==> src/hw/rtl/dlf_pkg.sv <==
// ----------------------------------------------------------------------------
// Debug link framer package
// Transaction types, job format, register indexes and fixed constants.
// ----------------------------------------------------------------------------
package dlf_pkg;

  // Input transaction.
  typedef struct packed {
    logic        cmd;
    logic [7:0]  rx_byte;
    logic        rx_last;
    logic [31:0] sender_ip;
    logic [15:0] sender_port;
    logic [31:0] fault_status;
    logic        link_up;
  } in_item_t;

  // Output transaction.
  typedef struct packed {
    logic        out_kind;
    logic [7:0]  tx_byte;
    logic        tx_last;
    logic [31:0] dest_ip;
    logic [15:0] dest_port;
    logic [1:0]  rx_status;
  } out_item_t;

  // Input item kinds.
  localparam logic CMD_TICK = 1'b0;
  localparam logic CMD_BYTE = 1'b1;

  // Output item kinds.
  localparam logic KIND_TX = 1'b0;
  localparam logic KIND_RX = 1'b1;

  // Receive verdicts.
  typedef enum logic [1:0] {
    RX_SHORT = 2'd0,
    RX_BAD   = 2'd1,
    RX_OK    = 2'd2,
    RX_CLEAR = 2'd3
  } rx_status_e;

  // Configuration register indexes.
  localparam int unsigned CFG_IDX_W = 3;
  typedef enum logic [CFG_IDX_W-1:0] {
    CFG_OWN_ID           = 3'd0,
    CFG_PEER_ID          = 3'd1,
    CFG_TELEMETRY_CODE   = 3'd2,
    CFG_CLEAR_FAULT_CODE = 3'd3,
    CFG_DISCONNECT_LIMIT = 3'd4,
    CFG_DEFAULT_IP       = 3'd5,
    CFG_DEFAULT_PORT     = 3'd6
  } cfg_idx_e;

  // Register reset values.
  localparam logic [7:0]  CLEAR_FAULT_RST = 8'd1;
  localparam logic [15:0] DISC_LIMIT_RST  = 16'd50;
  localparam logic [31:0] DEFAULT_IP_RST  = 32'hC0A8_C864;
  localparam logic [15:0] DEFAULT_PORT_RST = 16'd0;

  // Packet and frame geometry.
  localparam int unsigned    RX_MIN_LEN  = 14;
  localparam logic [15:0]    RX_LEN_MAX  = 16'hFFFF;
  localparam logic [15:0]    RX_CODE_POS = 16'd6;
  localparam logic [15:0]    RX_SHORT_BELOW = 16'(RX_MIN_LEN - 1);
  localparam int unsigned    FRAME_LEN   = 34;
  localparam int unsigned    IDX_W       = $clog2(FRAME_LEN);
  localparam logic [IDX_W-1:0] IDX_LAST    = IDX_W'(FRAME_LEN - 1);
  localparam logic [IDX_W-1:0] IDX_SUM_LO  = IDX_W'(FRAME_LEN - 2);

  // Configuration values used by the front and back.
  typedef struct packed {
    logic [7:0]  own_id;
    logic [7:0]  peer_id;
    logic [7:0]  telemetry_code;
    logic [7:0]  clear_fault_code;
    logic [15:0] disconnect_limit;
  } cfg_t;

  // Configuration write as seen by the front.
  typedef struct packed {
    logic                 we;
    logic [CFG_IDX_W-1:0] idx;
    logic [31:0]          data;
  } cfg_wr_t;

  // Job passed from front to back.
  typedef struct packed {
    logic        kind;
    rx_status_e  status;
    logic [31:0] dest_ip;
    logic [15:0] dest_port;
    logic [31:0] tick;
    logic [31:0] fault;
  } job_t;

endpackage

==> src/hw/rtl/dlf_front.sv <==
// ----------------------------------------------------------------------------
// Debug link framer front end
// Accepts ticks and packet bytes, keeps link state and issues jobs.
// ----------------------------------------------------------------------------
module dlf_front (
  input  logic             clk_i,
  input  logic             rst_ni,
  input  dlf_pkg::cfg_t    cfg_i,
  input  dlf_pkg::cfg_wr_t cfg_wr_i,
  input  logic             accept_i,
  input  dlf_pkg::in_item_t item_i,
  output logic             push_o,
  output dlf_pkg::job_t    job_o
);
  import dlf_pkg::*;

  logic        active_q, active_d;
  logic [15:0] silence_q, silence_d;
  logic [31:0] tick_q, tick_d;
  logic [31:0] tip_q, tip_d;
  logic [15:0] tport_q, tport_d;
  logic [15:0] len_q, len_d;
  logic [15:0] sum_q, sum_d;
  logic [7:0]  prev_q, prev_d;
  logic [7:0]  code_q, code_d;
  logic [7:0]  code_eff;
  logic [15:0] silence_inc;

  // Item handling and register writes to the target.
  always_comb begin
    active_d  = active_q;
    silence_d = silence_q;
    tick_d    = tick_q;
    tip_d     = tip_q;
    tport_d   = tport_q;
    len_d     = len_q;
    sum_d     = sum_q;
    prev_d    = prev_q;
    code_d    = code_q;
    push_o    = 1'b0;
    job_o     = '0;
    code_eff  = (len_q == RX_CODE_POS) ? item_i.rx_byte : code_q;
    silence_inc = silence_q + 16'd1;

    if (accept_i) begin
      if (item_i.cmd == CMD_BYTE) begin
        if (!item_i.rx_last) begin
          sum_d  = sum_q + {8'h00, prev_q};
          prev_d = item_i.rx_byte;
          code_d = code_eff;
          if (len_q != RX_LEN_MAX) begin
            len_d = len_q + 16'd1;
          end
        end else begin
          // Last byte: give the verdict and restart the accumulators.
          len_d      = '0;
          sum_d      = '0;
          prev_d     = '0;
          code_d     = '0;
          push_o     = 1'b1;
          job_o.kind = KIND_RX;
          if (len_q < RX_SHORT_BELOW) begin
            job_o.status = RX_SHORT;
          end else begin
            active_d  = 1'b1;
            silence_d = '0;
            tip_d     = item_i.sender_ip;
            tport_d   = item_i.sender_port;
            if ({item_i.rx_byte, prev_q} != sum_q) begin
              job_o.status = RX_BAD;
            end else if (code_eff == cfg_i.clear_fault_code) begin
              job_o.status = RX_CLEAR;
            end else begin
              job_o.status = RX_OK;
            end
          end
          job_o.dest_ip   = tip_d;
          job_o.dest_port = tport_d;
        end
      end else if (item_i.link_up) begin
        tick_d = tick_q + 32'd1;
        if (active_q) begin
          if (silence_inc >= cfg_i.disconnect_limit) begin
            active_d  = 1'b0;
            silence_d = '0;
          end else begin
            silence_d       = silence_inc;
            push_o          = 1'b1;
            job_o.kind      = KIND_TX;
            job_o.status    = RX_SHORT;
            job_o.dest_ip   = tip_q;
            job_o.dest_port = tport_q;
            job_o.tick      = tick_d;
            job_o.fault     = item_i.fault_status;
          end
        end
      end
    end

    // Writing a default also loads the live target.
    if (cfg_wr_i.we) begin
      case (cfg_wr_i.idx)
        CFG_DEFAULT_IP:   tip_d   = cfg_wr_i.data;
        CFG_DEFAULT_PORT: tport_d = cfg_wr_i.data[15:0];
        default: ;
      endcase
    end
  end

  // State registers.
  always_ff @(posedge clk_i or negedge rst_ni) begin
    if (!rst_ni) begin
      active_q  <= 1'b0;
      silence_q <= '0;
      tick_q    <= '0;
      tip_q     <= DEFAULT_IP_RST;
      tport_q   <= DEFAULT_PORT_RST;
      len_q     <= '0;
      sum_q     <= '0;
      prev_q    <= '0;
      code_q    <= '0;
    end else begin
      active_q  <= active_d;
      silence_q <= silence_d;
      tick_q    <= tick_d;
      tip_q     <= tip_d;
      tport_q   <= tport_d;
      len_q     <= len_d;
      sum_q     <= sum_d;
      prev_q    <= prev_d;
      code_q    <= code_d;
    end
  end

endmodule

==> src/hw/rtl/dlf_queue.sv <==
// ----------------------------------------------------------------------------
// Debug link framer job queue
// Small first-in first-out buffer of jobs between front and back.
// ----------------------------------------------------------------------------
module dlf_queue #(
  parameter int unsigned DEPTH = 4
) (
  input  logic          clk_i,
  input  logic          rst_ni,
  input  logic          push_i,
  input  dlf_pkg::job_t data_i,
  output logic          full_o,
  input  logic          pop_i,
  output logic          valid_o,
  output dlf_pkg::job_t data_o
);
  import dlf_pkg::*;

  localparam int unsigned PTR_W = $clog2(DEPTH);
  localparam int unsigned CNT_W = $clog2(DEPTH + 1);
  localparam logic [PTR_W-1:0] PTR_LAST = PTR_W'(DEPTH - 1);
  localparam logic [CNT_W-1:0] CNT_FULL = CNT_W'(DEPTH);

  job_t             mem_q [DEPTH];
  logic [PTR_W-1:0] wr_ptr_q, rd_ptr_q;
  logic [CNT_W-1:0] cnt_q;
  logic             do_push, do_pop;

  assign full_o  = (cnt_q == CNT_FULL);
  assign valid_o = (cnt_q != '0);
  assign data_o  = mem_q[rd_ptr_q];
  assign do_push = push_i && !full_o;
  assign do_pop  = pop_i && valid_o;

  // Entry storage.
  always_ff @(posedge clk_i) begin
    if (do_push) begin
      mem_q[wr_ptr_q] <= data_i;
    end
  end

  // Pointers and fill count.
  always_ff @(posedge clk_i or negedge rst_ni) begin
    if (!rst_ni) begin
      wr_ptr_q <= '0;
      rd_ptr_q <= '0;
      cnt_q    <= '0;
    end else begin
      if (do_push) begin
        wr_ptr_q <= (wr_ptr_q == PTR_LAST) ? '0 : wr_ptr_q + PTR_W'(1);
      end
      if (do_pop) begin
        rd_ptr_q <= (rd_ptr_q == PTR_LAST) ? '0 : rd_ptr_q + PTR_W'(1);
      end
      if (do_push && !do_pop) begin
        cnt_q <= cnt_q + CNT_W'(1);
      end else if (do_pop && !do_push) begin
        cnt_q <= cnt_q - CNT_W'(1);
      end
    end
  end

endmodule

==> src/hw/rtl/dlf_back.sv <==
// ----------------------------------------------------------------------------
// Debug link framer back end
// Turns jobs into verdicts or telemetry frame bytes behind an output register.
// ----------------------------------------------------------------------------
module dlf_back (
  input  logic               clk_i,
  input  logic               rst_ni,
  input  dlf_pkg::cfg_t      cfg_i,
  input  logic               head_valid_i,
  input  dlf_pkg::job_t      head_i,
  output logic               pop_o,
  output logic               out_valid_o,
  input  logic               out_stall_i,
  output dlf_pkg::out_item_t out_data_o
);
  import dlf_pkg::*;

  logic             out_valid_q, out_valid_d;
  out_item_t        out_q, out_d;
  logic [IDX_W-1:0] idx_q, idx_d;
  logic [15:0]      sum_q, sum_d;
  logic [7:0]       frame_byte;
  logic             load;

  assign out_valid_o = out_valid_q;
  assign out_data_o  = out_q;
  assign load        = !out_valid_q || !out_stall_i;

  // Frame byte at the current offset.
  always_comb begin
    case (idx_q)
      6'd4:  frame_byte = cfg_i.own_id;
      6'd5:  frame_byte = cfg_i.peer_id;
      6'd6:  frame_byte = cfg_i.telemetry_code;
      6'd7:  frame_byte = 8'hFF;
      6'd9:  frame_byte = 8'h01;
      6'd10: frame_byte = 8'd20;
      6'd12: frame_byte = head_i.tick[7:0];
      6'd13: frame_byte = head_i.tick[15:8];
      6'd14: frame_byte = head_i.tick[23:16];
      6'd15: frame_byte = head_i.tick[31:24];
      6'd28: frame_byte = head_i.fault[7:0];
      6'd29: frame_byte = head_i.fault[15:8];
      6'd30: frame_byte = head_i.fault[23:16];
      6'd31: frame_byte = head_i.fault[31:24];
      6'd32: frame_byte = sum_q[7:0];
      6'd33: frame_byte = sum_q[15:8];
      default: frame_byte = 8'h00;
    endcase
  end

  // Output loading and frame sequencing.
  always_comb begin
    out_valid_d = out_valid_q;
    out_d       = out_q;
    idx_d       = idx_q;
    sum_d       = sum_q;
    pop_o       = 1'b0;
    if (load) begin
      out_valid_d     = head_valid_i;
      out_d.dest_ip   = head_i.dest_ip;
      out_d.dest_port = head_i.dest_port;
      if (head_valid_i) begin
        if (head_i.kind == KIND_RX) begin
          out_d.out_kind  = KIND_RX;
          out_d.tx_byte   = 8'h00;
          out_d.tx_last   = 1'b0;
          out_d.rx_status = head_i.status;
          pop_o           = 1'b1;
        end else begin
          out_d.out_kind  = KIND_TX;
          out_d.tx_byte   = frame_byte;
          out_d.tx_last   = (idx_q == IDX_LAST);
          out_d.rx_status = RX_SHORT;
          // The running sum covers every byte ahead of the trailer.
          if (idx_q == '0) begin
            sum_d = {8'h00, frame_byte};
          end else if (idx_q < IDX_SUM_LO) begin
            sum_d = sum_q + {8'h00, frame_byte};
          end
          if (idx_q == IDX_LAST) begin
            idx_d = '0;
            pop_o = 1'b1;
          end else begin
            idx_d = idx_q + IDX_W'(1);
          end
        end
      end
    end
  end

  // Control registers.
  always_ff @(posedge clk_i or negedge rst_ni) begin
    if (!rst_ni) begin
      out_valid_q <= 1'b0;
      idx_q       <= '0;
    end else begin
      out_valid_q <= out_valid_d;
      idx_q       <= idx_d;
    end
  end

  // Payload registers.
  always_ff @(posedge clk_i) begin
    out_q <= out_d;
    sum_q <= sum_d;
  end

endmodule

==> src/hw/rtl/debug_link_framer_with_timeout_core.sv <==
// ----------------------------------------------------------------------------
// Debug link framer with timeout
// Top level: configuration registers, front end, job queue and back end.
// ----------------------------------------------------------------------------
// The input channel carries ticks and received packet bytes; a transaction is
// taken when in_valid_i is high and in_stall_o is low. One item is accepted
// per cycle as long as the job queue has room.
// The output channel carries receive verdicts and telemetry frame bytes under
// the same valid/stall rule, one transaction per cycle at most.
// A last packet byte yields one verdict; a tick with link_up on an active link
// that stays below the disconnect limit yields a 34-byte frame, which the back
// end sends byte by byte. An accepted item's job is written to the queue, then
// loaded into the output register. While a frame is sent, the queue still takes
// new jobs as long as it has room; bytes without a verdict cost nothing at the
// output.
// When the receiver stalls, the output register holds, the queue fills and
// in_stall_o rises once it is full.
// Reset clears the link state, the receive accumulators, the queue and the
// output valid flag, and restores the register defaults.
// Configuration is written through cfg_we_i, cfg_idx_i and cfg_wdata_i.
// ----------------------------------------------------------------------------
module debug_link_framer_with_timeout_core #(
  parameter int unsigned QUEUE_DEPTH = 4
) (
  input  logic                             clk_i,
  input  logic                             rst_ni,
  input  logic                             cfg_we_i,
  input  logic [dlf_pkg::CFG_IDX_W-1:0]    cfg_idx_i,
  input  logic [31:0]                      cfg_wdata_i,
  input  logic                             in_valid_i,
  output logic                             in_stall_o,
  input  dlf_pkg::in_item_t                in_data_i,
  output logic                             out_valid_o,
  input  logic                             out_stall_i,
  output dlf_pkg::out_item_t               out_data_o
);
  import dlf_pkg::*;

  cfg_t    cfg_q;
  cfg_wr_t cfg_wr;
  logic    q_full, q_push, q_pop, q_valid, accept;
  job_t    push_job, head_job;

  assign cfg_wr.we   = cfg_we_i;
  assign cfg_wr.idx  = cfg_idx_i;
  assign cfg_wr.data = cfg_wdata_i;

  assign in_stall_o = q_full;
  assign accept     = in_valid_i && !q_full;

  // Configuration register file.
  always_ff @(posedge clk_i or negedge rst_ni) begin
    if (!rst_ni) begin
      cfg_q.own_id           <= '0;
      cfg_q.peer_id          <= '0;
      cfg_q.telemetry_code   <= '0;
      cfg_q.clear_fault_code <= CLEAR_FAULT_RST;
      cfg_q.disconnect_limit <= DISC_LIMIT_RST;
    end else if (cfg_we_i) begin
      case (cfg_idx_i)
        CFG_OWN_ID:           cfg_q.own_id           <= cfg_wdata_i[7:0];
        CFG_PEER_ID:          cfg_q.peer_id          <= cfg_wdata_i[7:0];
        CFG_TELEMETRY_CODE:   cfg_q.telemetry_code   <= cfg_wdata_i[7:0];
        CFG_CLEAR_FAULT_CODE: cfg_q.clear_fault_code <= cfg_wdata_i[7:0];
        CFG_DISCONNECT_LIMIT: cfg_q.disconnect_limit <= cfg_wdata_i[15:0];
        default: ;
      endcase
    end
  end

  // Front end: classification and link state.
  dlf_front u_front (
    .clk_i    (clk_i),
    .rst_ni   (rst_ni),
    .cfg_i    (cfg_q),
    .cfg_wr_i (cfg_wr),
    .accept_i (accept),
    .item_i   (in_data_i),
    .push_o   (q_push),
    .job_o    (push_job)
  );

  // Job queue between the two halves.
  dlf_queue #(
    .DEPTH (QUEUE_DEPTH)
  ) u_queue (
    .clk_i   (clk_i),
    .rst_ni  (rst_ni),
    .push_i  (q_push),
    .data_i  (push_job),
    .full_o  (q_full),
    .pop_i   (q_pop),
    .valid_o (q_valid),
    .data_o  (head_job)
  );

  // Back end: verdicts and frame serialisation.
  dlf_back u_back (
    .clk_i        (clk_i),
    .rst_ni       (rst_ni),
    .cfg_i        (cfg_q),
    .head_valid_i (q_valid),
    .head_i       (head_job),
    .pop_o        (q_pop),
    .out_valid_o  (out_valid_o),
    .out_stall_i  (out_stall_i),
    .out_data_o   (out_data_o)
  );

endmodule

==> config.mk <==
export PLATFORM = sky130hd
export DESIGN_NAME = debug_link_framer_with_timeout_core
export DESIGN_NICKNAME = d
export VERILOG_FILES = /design/src/hw/rtl/dlf_pkg.sv /design/src/hw/rtl/dlf_front.sv /design/src/hw/rtl/dlf_queue.sv /design/src/hw/rtl/dlf_back.sv /design/src/hw/rtl/debug_link_framer_with_timeout_core.sv
export SDC_FILE = /design/constraint.sdc
export NUM_CORES = 1
export LEC_CHECK = 0
export ABC_CLOCK_PERIOD_IN_PS = 11420
export BUFFER_PORTS_ARGS = -buffer_cell sky130_fd_sc_hd__buf_2
export CAP_MARGIN = 20
export CELL_PAD_IN_SITES_DETAIL_PLACEMENT = 1
export CELL_PAD_IN_SITES_GLOBAL_PLACEMENT = 1
export CORE_MARGIN = 10
export CORE_UTILIZATION = 34
export DETAILED_ROUTE_END_ITERATION = 12
export PLACE_DENSITY_LB_ADDON = 0.25
export SYNTH_ARGS = -nofsm -noshare
export SYNTH_HDL_FRONTEND = slang
export SYNTH_HIERARCHICAL = 1
export SYNTH_SLANG_ARGS = --single-unit
==> constraint.sdc <==
create_clock -name clk_i -period 11.42 [get_ports clk_i]
set_input_delay 2.284 -clock clk_i [delete_from_list [all_inputs] [get_ports clk_i]]
set_output_delay 2.284 -clock clk_i [all_outputs]
set_load 0.02 [all_outputs]
* Word-level counts from Yosys, hierarchy flattened
Memory sizes are Yosys's and may differ from the RTL's. Cells that the tools add are included.
Storage, ports and cells: bits in writable memories 460, bits of input ports 131, word-level logic and storage cells 165, register bits after elaboration 283, output and inout port bits 62, memories kept 1
Memory list:
- u_queue.mem_q | depth 4, bits a word 115, rd ports 1, clocked after Yosys merged registers in 0, wr ports 1, RTL line dlf_queue.sv:24 | job_t mem_q [DEPTH];
Operators by class: equality and inequality tests 31, add/subtract/negate cells 10, reduce and logical (&&, ||, !) cells 32, mux-type cells 59, magnitude comparators 3, bitwise gates (word level) 2
Operators by type and width (count):
- 115-bit 2-to-1 mux | 3
- 16-bit 2-to-1 mux | 16
- 32-bit 2-to-1 mux | 6
- 8-bit one-hot mux with 16 select lines | 1
- 112-bit 2-to-1 mux | 1
- 51-bit 2-to-1 mux | 2
- 64-bit 2-to-1 mux | 1
- 6-bit by 4-bit == test with 1-bit output, second input constant | 6
- 16-bit by 1-bit adder with 16-bit output, second input constant | 2
- 16-bit by 8-bit adder with 16-bit output | 2
- 32-bit by 1-bit adder with 32-bit output, second input constant | 1
- 8-bit 2-to-1 mux | 4
- 6-bit by 3-bit == test with 1-bit output, second input constant | 4
- 6-bit by 5-bit == test with 1-bit output, second input constant | 4
- 1-bit 2-to-1 mux | 17
- 16-bit by 3-bit == test with 1-bit output, second input constant | 1
- 16-bit greater-or-equal comparator | 1
- 16-bit by 4-bit < comparator with 1-bit output, second input constant | 1
- 16-bit inequality test | 1
- 16-bit inequality test, second input constant | 1
- 2-bit AND reduction | 7
- 3-bit == test, second input constant | 4
- 6-bit == test, second input constant | 2
- 10-bit 2-to-1 mux | 1
- 24 further kinds | 48

* Longest topological paths before layout
Gate-level depths: netlist of run 1.
depth after elaboration 12, gate-level depth with buffers 20, gate-level depth less buffers 19

* Modules after synthesis
The synthesis of run 1 kept the hierarchy.
Modules (own cells, without submodules):
- dlf_queue | cells each 638, area an instance 16992.5 µm², sequential area each 13988.4 µm², instances 1
- dlf_front | cells each 1088, area an instance 9255.1 µm², sequential area each 3642.2 µm², instances 1
- dlf_back | cells each 321, area an instance 4147.7 µm², sequential area each 2457.4 µm², instances 1
- debug_link_framer_with_timeout_core | cells each 106, area an instance 1893.1 µm², sequential area each 1206.2 µm², instances 1

* Least setup slack after synthesis of run 1
OpenSTA, ideal clock, no wires.
kind input-to-reg, start input port in_valid_i, end memory u_queue/mem_q[0][0] (netlist name) (enable), setup time 487 ps, required time 10933 ps, stages on the path 7, path slack 4730 ps, data arrival time 6202 ps, buffers on the path 2, path through nor2b_1 > nand3_1 > clkbuf_1 > a22oi_1 > nor2b_1 > clkbuf_1 > and2_1
On the way: longest elaborated chain between the ends 5
RTL lines:
- from (decl) | RTL line debug_link_framer_with_timeout_core.sv:30 | input logic in_valid_i,
- 1-bit logical AND | RTL line debug_link_framer_with_timeout_core.sv:49 | assign accept = in_valid_i && !q_full;
- 1-bit 2-to-1 mux | RTL line dlf_front.sv:45 | if (accept_i) begin
- named net q_push | RTL line debug_link_framer_with_timeout_core.sv:41 | logic q_full, q_push, q_pop, q_valid, accept;
- 1-bit logical AND | RTL line dlf_queue.sv:32 | assign do_push = push_i && !full_o;
- named net u_queue.do_push | RTL line dlf_queue.sv:27 | logic do_push, do_pop;
- 1-bit 2-to-1 mux | RTL line dlf_queue.sv:37 | if (do_push) begin
- 1-bit 2-to-1 mux (implied by the code) | RTL line dlf_queue.sv:38 | mem_q[wr_ptr_q] <= data_i;
- to (decl) | RTL line dlf_queue.sv:24
The timed path passes the listed nets, and every way through them passes these cells.

* Worst setup path after layout of run 1
start input port in_valid_i, end memory u_queue/mem_q[1][47] (netlist name) (enable)
On the way: longest elaborated chain between the ends 5
RTL lines (RTL line):
- 1-bit logical AND | debug_link_framer_with_timeout_core.sv:49
- named net accept | debug_link_framer_with_timeout_core.sv:41
- 1-bit 2-to-1 mux | dlf_front.sv:45
- named net q_push | debug_link_framer_with_timeout_core.sv:41
- 1-bit logical AND | dlf_queue.sv:32
- 1-bit 2-to-1 mux | dlf_queue.sv:37
- 1-bit 2-to-1 mux (implied by the code) | dlf_queue.sv:38
The timed path passes the listed nets, and every way through them passes these cells.

==> results.yml, run 1 <==
status:
  status: "finished clean"
power_and_ir_drop:
  pwr_cell_area_nw_per_um2: 238.2
  total_power_mw: 8.915
  vdd_ir_drop_max_v: 0.0001394
  leakagePower_nw: 13.77
finish:
  commonest_cells_after_routing_fill_and_taps_aside: "sky130_fd_sc_hd__edfxtp_1, sky130_fd_sc_hd__nand2_1, sky130_fd_sc_hd__buf_2, sky130_fd_sc_hd__dfrtp_1, sky130_fd_sc_hd__nor2_1"
  utilization_pct: 39.92
  final_layout_size_suffix_gt1_share_pct: 24.13
  stdcell_area_um2: 37420
  mostFrequentLayoutCell: "sky130_fd_sc_hd__edfxtp_1"
  final_nets: 2525
  area_growth_pct: 15.90
  instances_no_fill: 3671
critical_path:
  cp-end-kind: "register"
  worst-endpoint-arrival_ps: 6690
  path_max_fanout: 50
  crit_family: "simple AND/OR/NAND/NOR gates"
  timing.critical_path.slowest_cell_delay_ps: 800
  setup.worst_path.class: "primary input to register"
  timing.critical_path.from_type: "primary input"
  crit_path_cell_trace: "buf_2, nor2b_1, and2_1, nand2_1, a22oi_1, nor2b_1, and2_4, buf_4, buf_4"
  timing.critical_path.required_ps: 11680
  timing.critical_path.buf_inv: 3
  critPathSlowestCell: "sky130_fd_sc_hd__buf_4"
global_route:
  grt_max_degree: 98
  first_global_vias: 20714
  grt_usage_pct: 15.85
  globalRoute.totalOverflow: 0
  grt_pass1_wl_mm: 131.7
  grt_antenna_before_repair: 3
timing:
  fin_skew_ps: 30.69
  hold-worst-slack_ps: 474.2
  finalCriticalPeriod_ps: 6435
  share_of_the_cycle_needed_by_the_critical_path_after_routing_pct: 56.35
  tightest_slew_ps: 1086
  relSlewSlack_pct: 27.58
  rsz_0062_raised_after_global_routing: "false"
  timing_max_transition_violations_final: 0
  setup_violations: 0
  post_route_setup_tns_ps: 0
  timing.fmax_ghz: 0.1554
  hold_violations: 0
  fin_ws_ps: 4985
floorplan:
  core.rowCount: 112
  design.portCount: 193
  fp.dieH_um: 328.2
  initial_core_util_pct: 34.44
  dieArea_um2: 107700
  floorplan.core_area_um2: 93750
  die_width_um: 328.2
clocking:
  cts_sink_count: 743
  ctsResizeCount: 0
  clk_pin_slew_worst_paths_ps: 60
  postCtsSetupBuffers: 0
  cts.root.buffer_cell: "sky130_fd_sc_hd__clkbuf_16"
  ctsHtreeMaxLevel: 3
  clock_network_latency_to_the_later_pin_of_the_worst_skew_pair_ps: 660
  cts_hold_buf: 0
  maximum_count_of_clock_buffers_along_a_single_path: 3
  tritoncts.num_buffers: 84
  cts_tree: "yes"
drt:
  vias: 19164
  post_drt_via_cell_ratio: 5.220
  detail-route-antenna-nets: 0
  drt-wirelength-per-cell_um: 23.55
  firstDrtPassIters: 5
  route.detailed.drc: 0
  detail_route.wirelength_mm: 86.46
  detail_route.iter0.violations: 1252
placement:
  dp.cells: 3510
  preCtsSetupSlack_ps: 4433
  placed_inst_area_um2: 34470
  dp.final_hpwl_mm: 56.13
  port-buffer-count: 192
  place_congestion: 0.7908
logic_synthesis:
  synthesis.instances: 2153
  synth.net_count: 2334
  synth_async_sr_flop_share_pct: 27.86
  syn-cell-area_um2: 32290
  yosysSeqAreaShare_pct: 65.95
  count_of_flip_flops_with_a_built_in_enable_after_synthesis: 536
  ys_dominant_reg_cell: "sky130_fd_sc_hd__edfxtp_1"
  flops_latches_synth: 743
  synth.top_cells.by_area: "sky130_fd_sc_hd__edfxtp_1, sky130_fd_sc_hd__dfrtp_1, sky130_fd_sc_hd__mux4_2"
  synth_top_area_share_pct: 49.85
  yosys.cell_types.count: 82
  synthDominantAreaCellType: "sky130_fd_sc_hd__edfxtp_1"
  avgSynthCellArea_um2: 15.00
  yosysWarningCount: 6
run:
  max_cap_viols: 0
min_path:
  hp-class: "register to register"
## worst paths after layout
path,endpoint,slack [ps],start,cells after the start
setup / recovery,u_queue/mem_q[1][47],4980,in_valid_i,9
setup reg to reg,u_queue/mem_q[1][47],5580,u_front/silence_q[2],15
hold reg to reg,u_front/prev_q[2],470,u_front/prev_q[2],2
hold / removal,u_front/prev_q[2],470,u_front/prev_q[2],2
min in group asynchronous,u_front/tip_q[26],1650,rst_ni,1
max in group asynchronous,u_front/tick_q[28],7470,rst_ni,3
## area by class of cell
type | instances | area, um^2
Sequential cell | 743 | 21300
Inverter | 42 | 157.7
Antenna cell | 1 | 2.502
Multi-Input combinational cell | 1253 | 10270
Clock buffer | 110 | 2280
Fill cell | 9458 | 56330
Timing Repair Buffer | 220 | 1225
Tap cell | 1254 | 1569
Clock inverter | 48 | 614.3
## per-layer routing
metal | GRT usage [%] | routed length, um | vias up
met4 | 4.930 | 2002 | 6
met3 | 2.956 | 4204 | 112
met1 | 20.69 | 37430 | 10052
met5 | 0 | 35 | -
li1 | - | - | 8578
met2 | 26.53 | 42780 | 416
## sequential cells by signal, indices dropped and copies added (netlist names)
name,count
cfg_q,48
u_back/idx_q,6
u_back/out_data_o,60
u_back/out_valid_o,1
u_back/sum_q,16
u_front/active_q,1
u_front/code_q,8
u_front/len_q,16
u_front/prev_q,8
u_front/silence_q,16
u_front/sum_q,16
u_front/tick_q,32
u_front/tip_q,32
u_front/tport_q,16
u_queue/cnt_q,3
u_queue/mem_q,460
u_queue/rd_ptr_q,2
u_queue/wr_ptr_q,2
## where the power goes
part           switching, mW  internal [mW]
registers              0.342           3.52
clock network           1.14           1.64
logic                   1.31          0.963
## cells in the mapped netlist, types with 15 or more instances
cell and count:
sky130_fd_sc_hd__nor2_1 153, sky130_fd_sc_hd__a21oi_1 37, sky130_fd_sc_hd__clkbuf_1 53, sky130_fd_sc_hd__and2_1 53, sky130_fd_sc_hd__a22oi_1 28, sky130_fd_sc_hd__nand4_1 25
sky130_fd_sc_hd__o21ai_0 40, sky130_fd_sc_hd__mux2_2 46, sky130_fd_sc_hd__nand3_1 36, sky130_fd_sc_hd__xor2_1 49, sky130_fd_sc_hd__xnor2_1 69, sky130_fd_sc_hd__dfrtp_1 192
sky130_fd_sc_hd__ha_1 47, sky130_fd_sc_hd__mux4_2 115, sky130_fd_sc_hd__nor3_1 30, sky130_fd_sc_hd__a22o_1 67, sky130_fd_sc_hd__buf_2 35, sky130_fd_sc_hd__dfstp_2 15
sky130_fd_sc_hd__a31oi_1 56, sky130_fd_sc_hd__nand2_1 202, sky130_fd_sc_hd__edfxtp_1 536, sky130_fd_sc_hd__inv_1 42
## worst min-delay path, delay by kind of cell (launching register included)
| kind | cells | cell delay [ps] |
|---|---|---|
| AND/OR/NAND/NOR | 2 | 100 |
| flip-flops | 1 | 340 |
## kinds of logic (layout without fill, tap and decap cells)
| family | after synthesis | after routing | synth area share (%) |
|---|---|---|---|
| flops | 743 | 743 | 65.95 |
| other cells | 0 | 1 | 0 |
| xor+xnor | 118 | 118 | 3.201 |
| buf+inv | 157 | 420 | 2.341 |
| simple gates | 613 | 613 | 9.626 |
| fa+ha+maj | 50 | 50 | 2.007 |
| mux | 177 | 177 | 10.28 |
| compound gates | 295 | 295 | 6.599 |
Note: power is estimated with default switching activity, not from simulation.
==> run 2: changes to the inputs <==
--- a/config.mk
+++ b/config.mk
@@ -5,7 +5,8 @@
 export SDC_FILE = /design/constraint.sdc
 export NUM_CORES = 1
 export LEC_CHECK = 0
-export ABC_CLOCK_PERIOD_IN_PS = 11420
+export ABC_AREA = 1
+export ABC_CLOCK_PERIOD_IN_PS = 5600
 export BUFFER_PORTS_ARGS = -buffer_cell sky130_fd_sc_hd__buf_2
 export CAP_MARGIN = 20
 export CELL_PAD_IN_SITES_DETAIL_PLACEMENT = 1
==> constraint.sdc (replaced) <==
create_clock -name clk_i -period 5.6 [get_ports clk_i]
set_input_delay 1.12 -clock clk_i [delete_from_list [all_inputs] [get_ports clk_i]]
set_output_delay 1.12 -clock clk_i [all_outputs]
set_load 0.02 [all_outputs]
==> run 2 against run 1 <==
  * Non-clock buffer count rose by 13
  * Sequential power rose by 110%
  * Clock power rose by 100%
  * Worst hold slack got worse by 6.1 ps
  * Synthesized area rose by 8.8%
  * Global-route usage rose by 1.3 points
  * Sequential share of layout area fell by 4.0 points
  * Via count rose by 35%
  * Register-to-register slack got worse by 4300 ps
  * Utilization fell by 0.49 points
  * Synthesized cell count rose by 68%
  * Cell area rose by 7.7%
==> results.yml, run 2 <==
finish:
  fillerInstances: 11722
  area_growth_pct: 14.70
  largest_register_ff_count: 460
  utilization_pct: 39.43
  mostFrequentLayoutCell: "sky130_fd_sc_hd__nand2_1"
  registers.top_by_ff_count: "u_queue/mem_q"
  final_nets: 3958
  stdcell_area_um2: 40290
  final_layout_size_suffix_gt1_share_pct: 12.06
  commonest_cells_after_routing_fill_and_taps_aside: "sky130_fd_sc_hd__nand2_1, sky130_fd_sc_hd__edfxtp_1, sky130_fd_sc_hd__inv_1, sky130_fd_sc_hd__nor2_1, sky130_fd_sc_hd__o211ai_1"
min_path:
  hold_path.startpoint: "cfg_q[4]"
  hp-class: "register to register"
logic_synthesis:
  synth_async_sr_flop_share_pct: 27.86
  yosysSeqAreaShare_pct: 60.62
  count_of_flip_flops_with_a_built_in_enable_after_synthesis: 536
  synthesis.instances: 3626
  syn-cell-area_um2: 35120
  synth_most_common_cell: "sky130_fd_sc_hd__nand2_1"
  synthDominantAreaCellType: "sky130_fd_sc_hd__edfxtp_1"
  yosysWarningCount: 6
  avgSynthCellArea_um2: 9.687
  synth_top_area_share_pct: 45.82
  yosys.cell_types.count: 54
  synth.top_cells.by_area: "sky130_fd_sc_hd__edfxtp_1, sky130_fd_sc_hd__dfrtp_1, sky130_fd_sc_hd__nand2_1"
  synth.cells.most_frequent: "sky130_fd_sc_hd__nand2_1, sky130_fd_sc_hd__edfxtp_1, sky130_fd_sc_hd__inv_1"
  synth.net_count: 3807
  ys_dominant_reg_cell: "sky130_fd_sc_hd__edfxtp_1"
  flops_latches_synth: 743
drt:
  post_drt_via_cell_ratio: 4.974
  route.detailed.drc: 0
  drt-wirelength-per-cell_um: 19.53
  detail_route.iter0.violations: 1481
  detail_route.wirelength_mm: 101.9
  vias: 25943
  firstDrtPassIters: 5
  detail-route-antenna-nets: 0
clocking:
  ctsResizeCount: 0
  cts_sink_count: 743
  clk_pin_slew_worst_paths_ps: 60
  tritoncts.num_buffers: 85
  cts_tree: "yes"
  cts.root.buffer_cell: "sky130_fd_sc_hd__clkbuf_16"
  cts_hold_buf: 0
  maximum_count_of_clock_buffers_along_a_single_path: 3
  clock_network_latency_to_the_later_pin_of_the_worst_skew_pair_ps: 650
  ctsHtreeMaxLevel: 3
  postCtsSetupBuffers: 0
timing:
  finalCriticalPeriod_ps: 4278
  post_route_setup_tns_ps: 0
  timing_max_transition_violations_final: 0
  fin_skew_ps: 23.28
  tightest_slew_ps: 1027
  rsz_0062_raised_after_global_routing: "false"
  setup_violations: 0
  timing.fmax_ghz: 0.2338
  share_of_the_cycle_needed_by_the_critical_path_after_routing_pct: 76.39
  hold-worst-slack_ps: 468.1
  relSlewSlack_pct: 31.56
  hold_violations: 0
placement:
  dp.final_hpwl_mm: 67.91
  place_congestion: 0.7993
  port-buffer-count: 192
  placed_inst_area_um2: 37450
critical_path:
  reg2reg_from: "u_front/silence_q[0]"
  path_max_fanout: 50
  timing.critical_path.required_ps: 5900
  worst-endpoint-arrival_ps: 4580
  timing.critical_path.from_type: "register"
  crit_path_start: "u_front/silence_q[0]"
  setup.worst_path.class: "register to register"
  cp-end-kind: "register"
run:
  max_cap_viols: 0
global_route:
  first_global_vias: 27311
  globalRoute.totalOverflow: 0
  grt_usage_pct: 17.15
  grt_max_degree: 93
  grt_antenna_before_repair: 1
  grt_pass1_wl_mm: 157.7
floorplan:
  design.portCount: 193
  dieArea_um2: 116600
  fp.dieH_um: 341.4
  core.rowCount: 117
  initial_core_util_pct: 34.38
  die_width_um: 341.4
  floorplan.core_area_um2: 102200
power_and_ir_drop:
  leakagePower_nw: 17.48
  pwr_cell_area_nw_per_um2: 494.6
  total_power_mw: 19.93
  vdd_ir_drop_max_v: 0.0002520
status:
  status: "finished clean"
-- run 2: cell types whose count changed after synthesis, sizes merged, moves of 56 or more --
cell / before / now
mux4: 115 / 0
a22o: 67 / 2
nand2: 203 / 1015
nor2: 153 / 374
xnor2: 69 / 10
o211ai: 1 / 231
o21ai: 45 / 129
and2: 59 / 1
nand3: 37 / 216
mux2: 56 / 0
inv: 42 / 442
-- run 2: final timing paths --
path                                              to  slack [ps]  cells after the start
worst max register to register  u_queue/mem_q[2][82]        1320                     16
worst min-delay path                        cfg_q[4]         470                      2
worst min register to register              cfg_q[4]         470                      2
min in group asynchronous        u_front/tport_q[13]         500                      1
worst max-delay path            u_queue/mem_q[2][82]        1320                     16
max in group asynchronous         u_front/tick_q[31]        4050                      2
-- run 2: final cells by class --
class	instances	area [um^2]	area share [%]
sequential	743	21300	52.87
clock buffer	117	2404	5.966
antenna	1	2.502	0.006211
multi-input combinational	2269	11350	28.16
timing repair buffer	233	1416	3.516
tap	1368	1712	4.248
clock inverter	40	430.4	1.068
inverter	445	1677	4.161
-- run 2: per-stage QoR --
step / instances / setup WS (ps)
3_3_place_gp: 5058 / 1318
5_1_grt: 5215 / 889.0
6_report: 5216 / 1322
4_1_cts: 5215 / 1248
2_1_floorplan: 3626 / -577.6
3_5_place_dp: 5058 / 1285
-- run 2: kinds of logic after synthesis --
logic type               share of synthesized area, %
AO/OA/AOI/OAI                                   8.809
XOR/XNOR                                       0.9653
adder cells (fa/ha/maj)                         1.845
buffers and inverters                           7.245
flip-flops                                      60.62
AND/OR/NAND/NOR                                 20.51
-- run 2: report_power, final --
part	internal [mW]	switching (mW)
sequential	7.31	0.788
clock	3.38	2.26
combinational	1.82	4.37
-- run 2: critical path: stages, from the launching register on --
cell                      delay, ps
sky130_fd_sc_hd__dfrtp_1        440
sky130_fd_sc_hd__ha_1           210
sky130_fd_sc_hd__nand3_1        120
sky130_fd_sc_hd__nor2_1         200
sky130_fd_sc_hd__nand3_1        140
sky130_fd_sc_hd__nor2_1         190
sky130_fd_sc_hd__nand3_1        110
sky130_fd_sc_hd__xnor2_1        210
sky130_fd_sc_hd__ha_1           280
sky130_fd_sc_hd__nand2_1         60
sky130_fd_sc_hd__o21ai_0         80
sky130_fd_sc_hd__nor2_1         200
sky130_fd_sc_hd__nand3_4        100
sky130_fd_sc_hd__a22oi_1        240
sky130_fd_sc_hd__nand2_1        330
sky130_fd_sc_hd__nor2_4         570
sky130_fd_sc_hd__buf_12         400
-- run 2: per-layer routing --
layer  up-vias  wire length (um)  track usage (%)
met1     12903             45970            22.31
met5         -                 0                0
met4         0              2111            4.631
met3       128              4210            2.632
li1      12453                 -                -
met2       459             49570            29.48
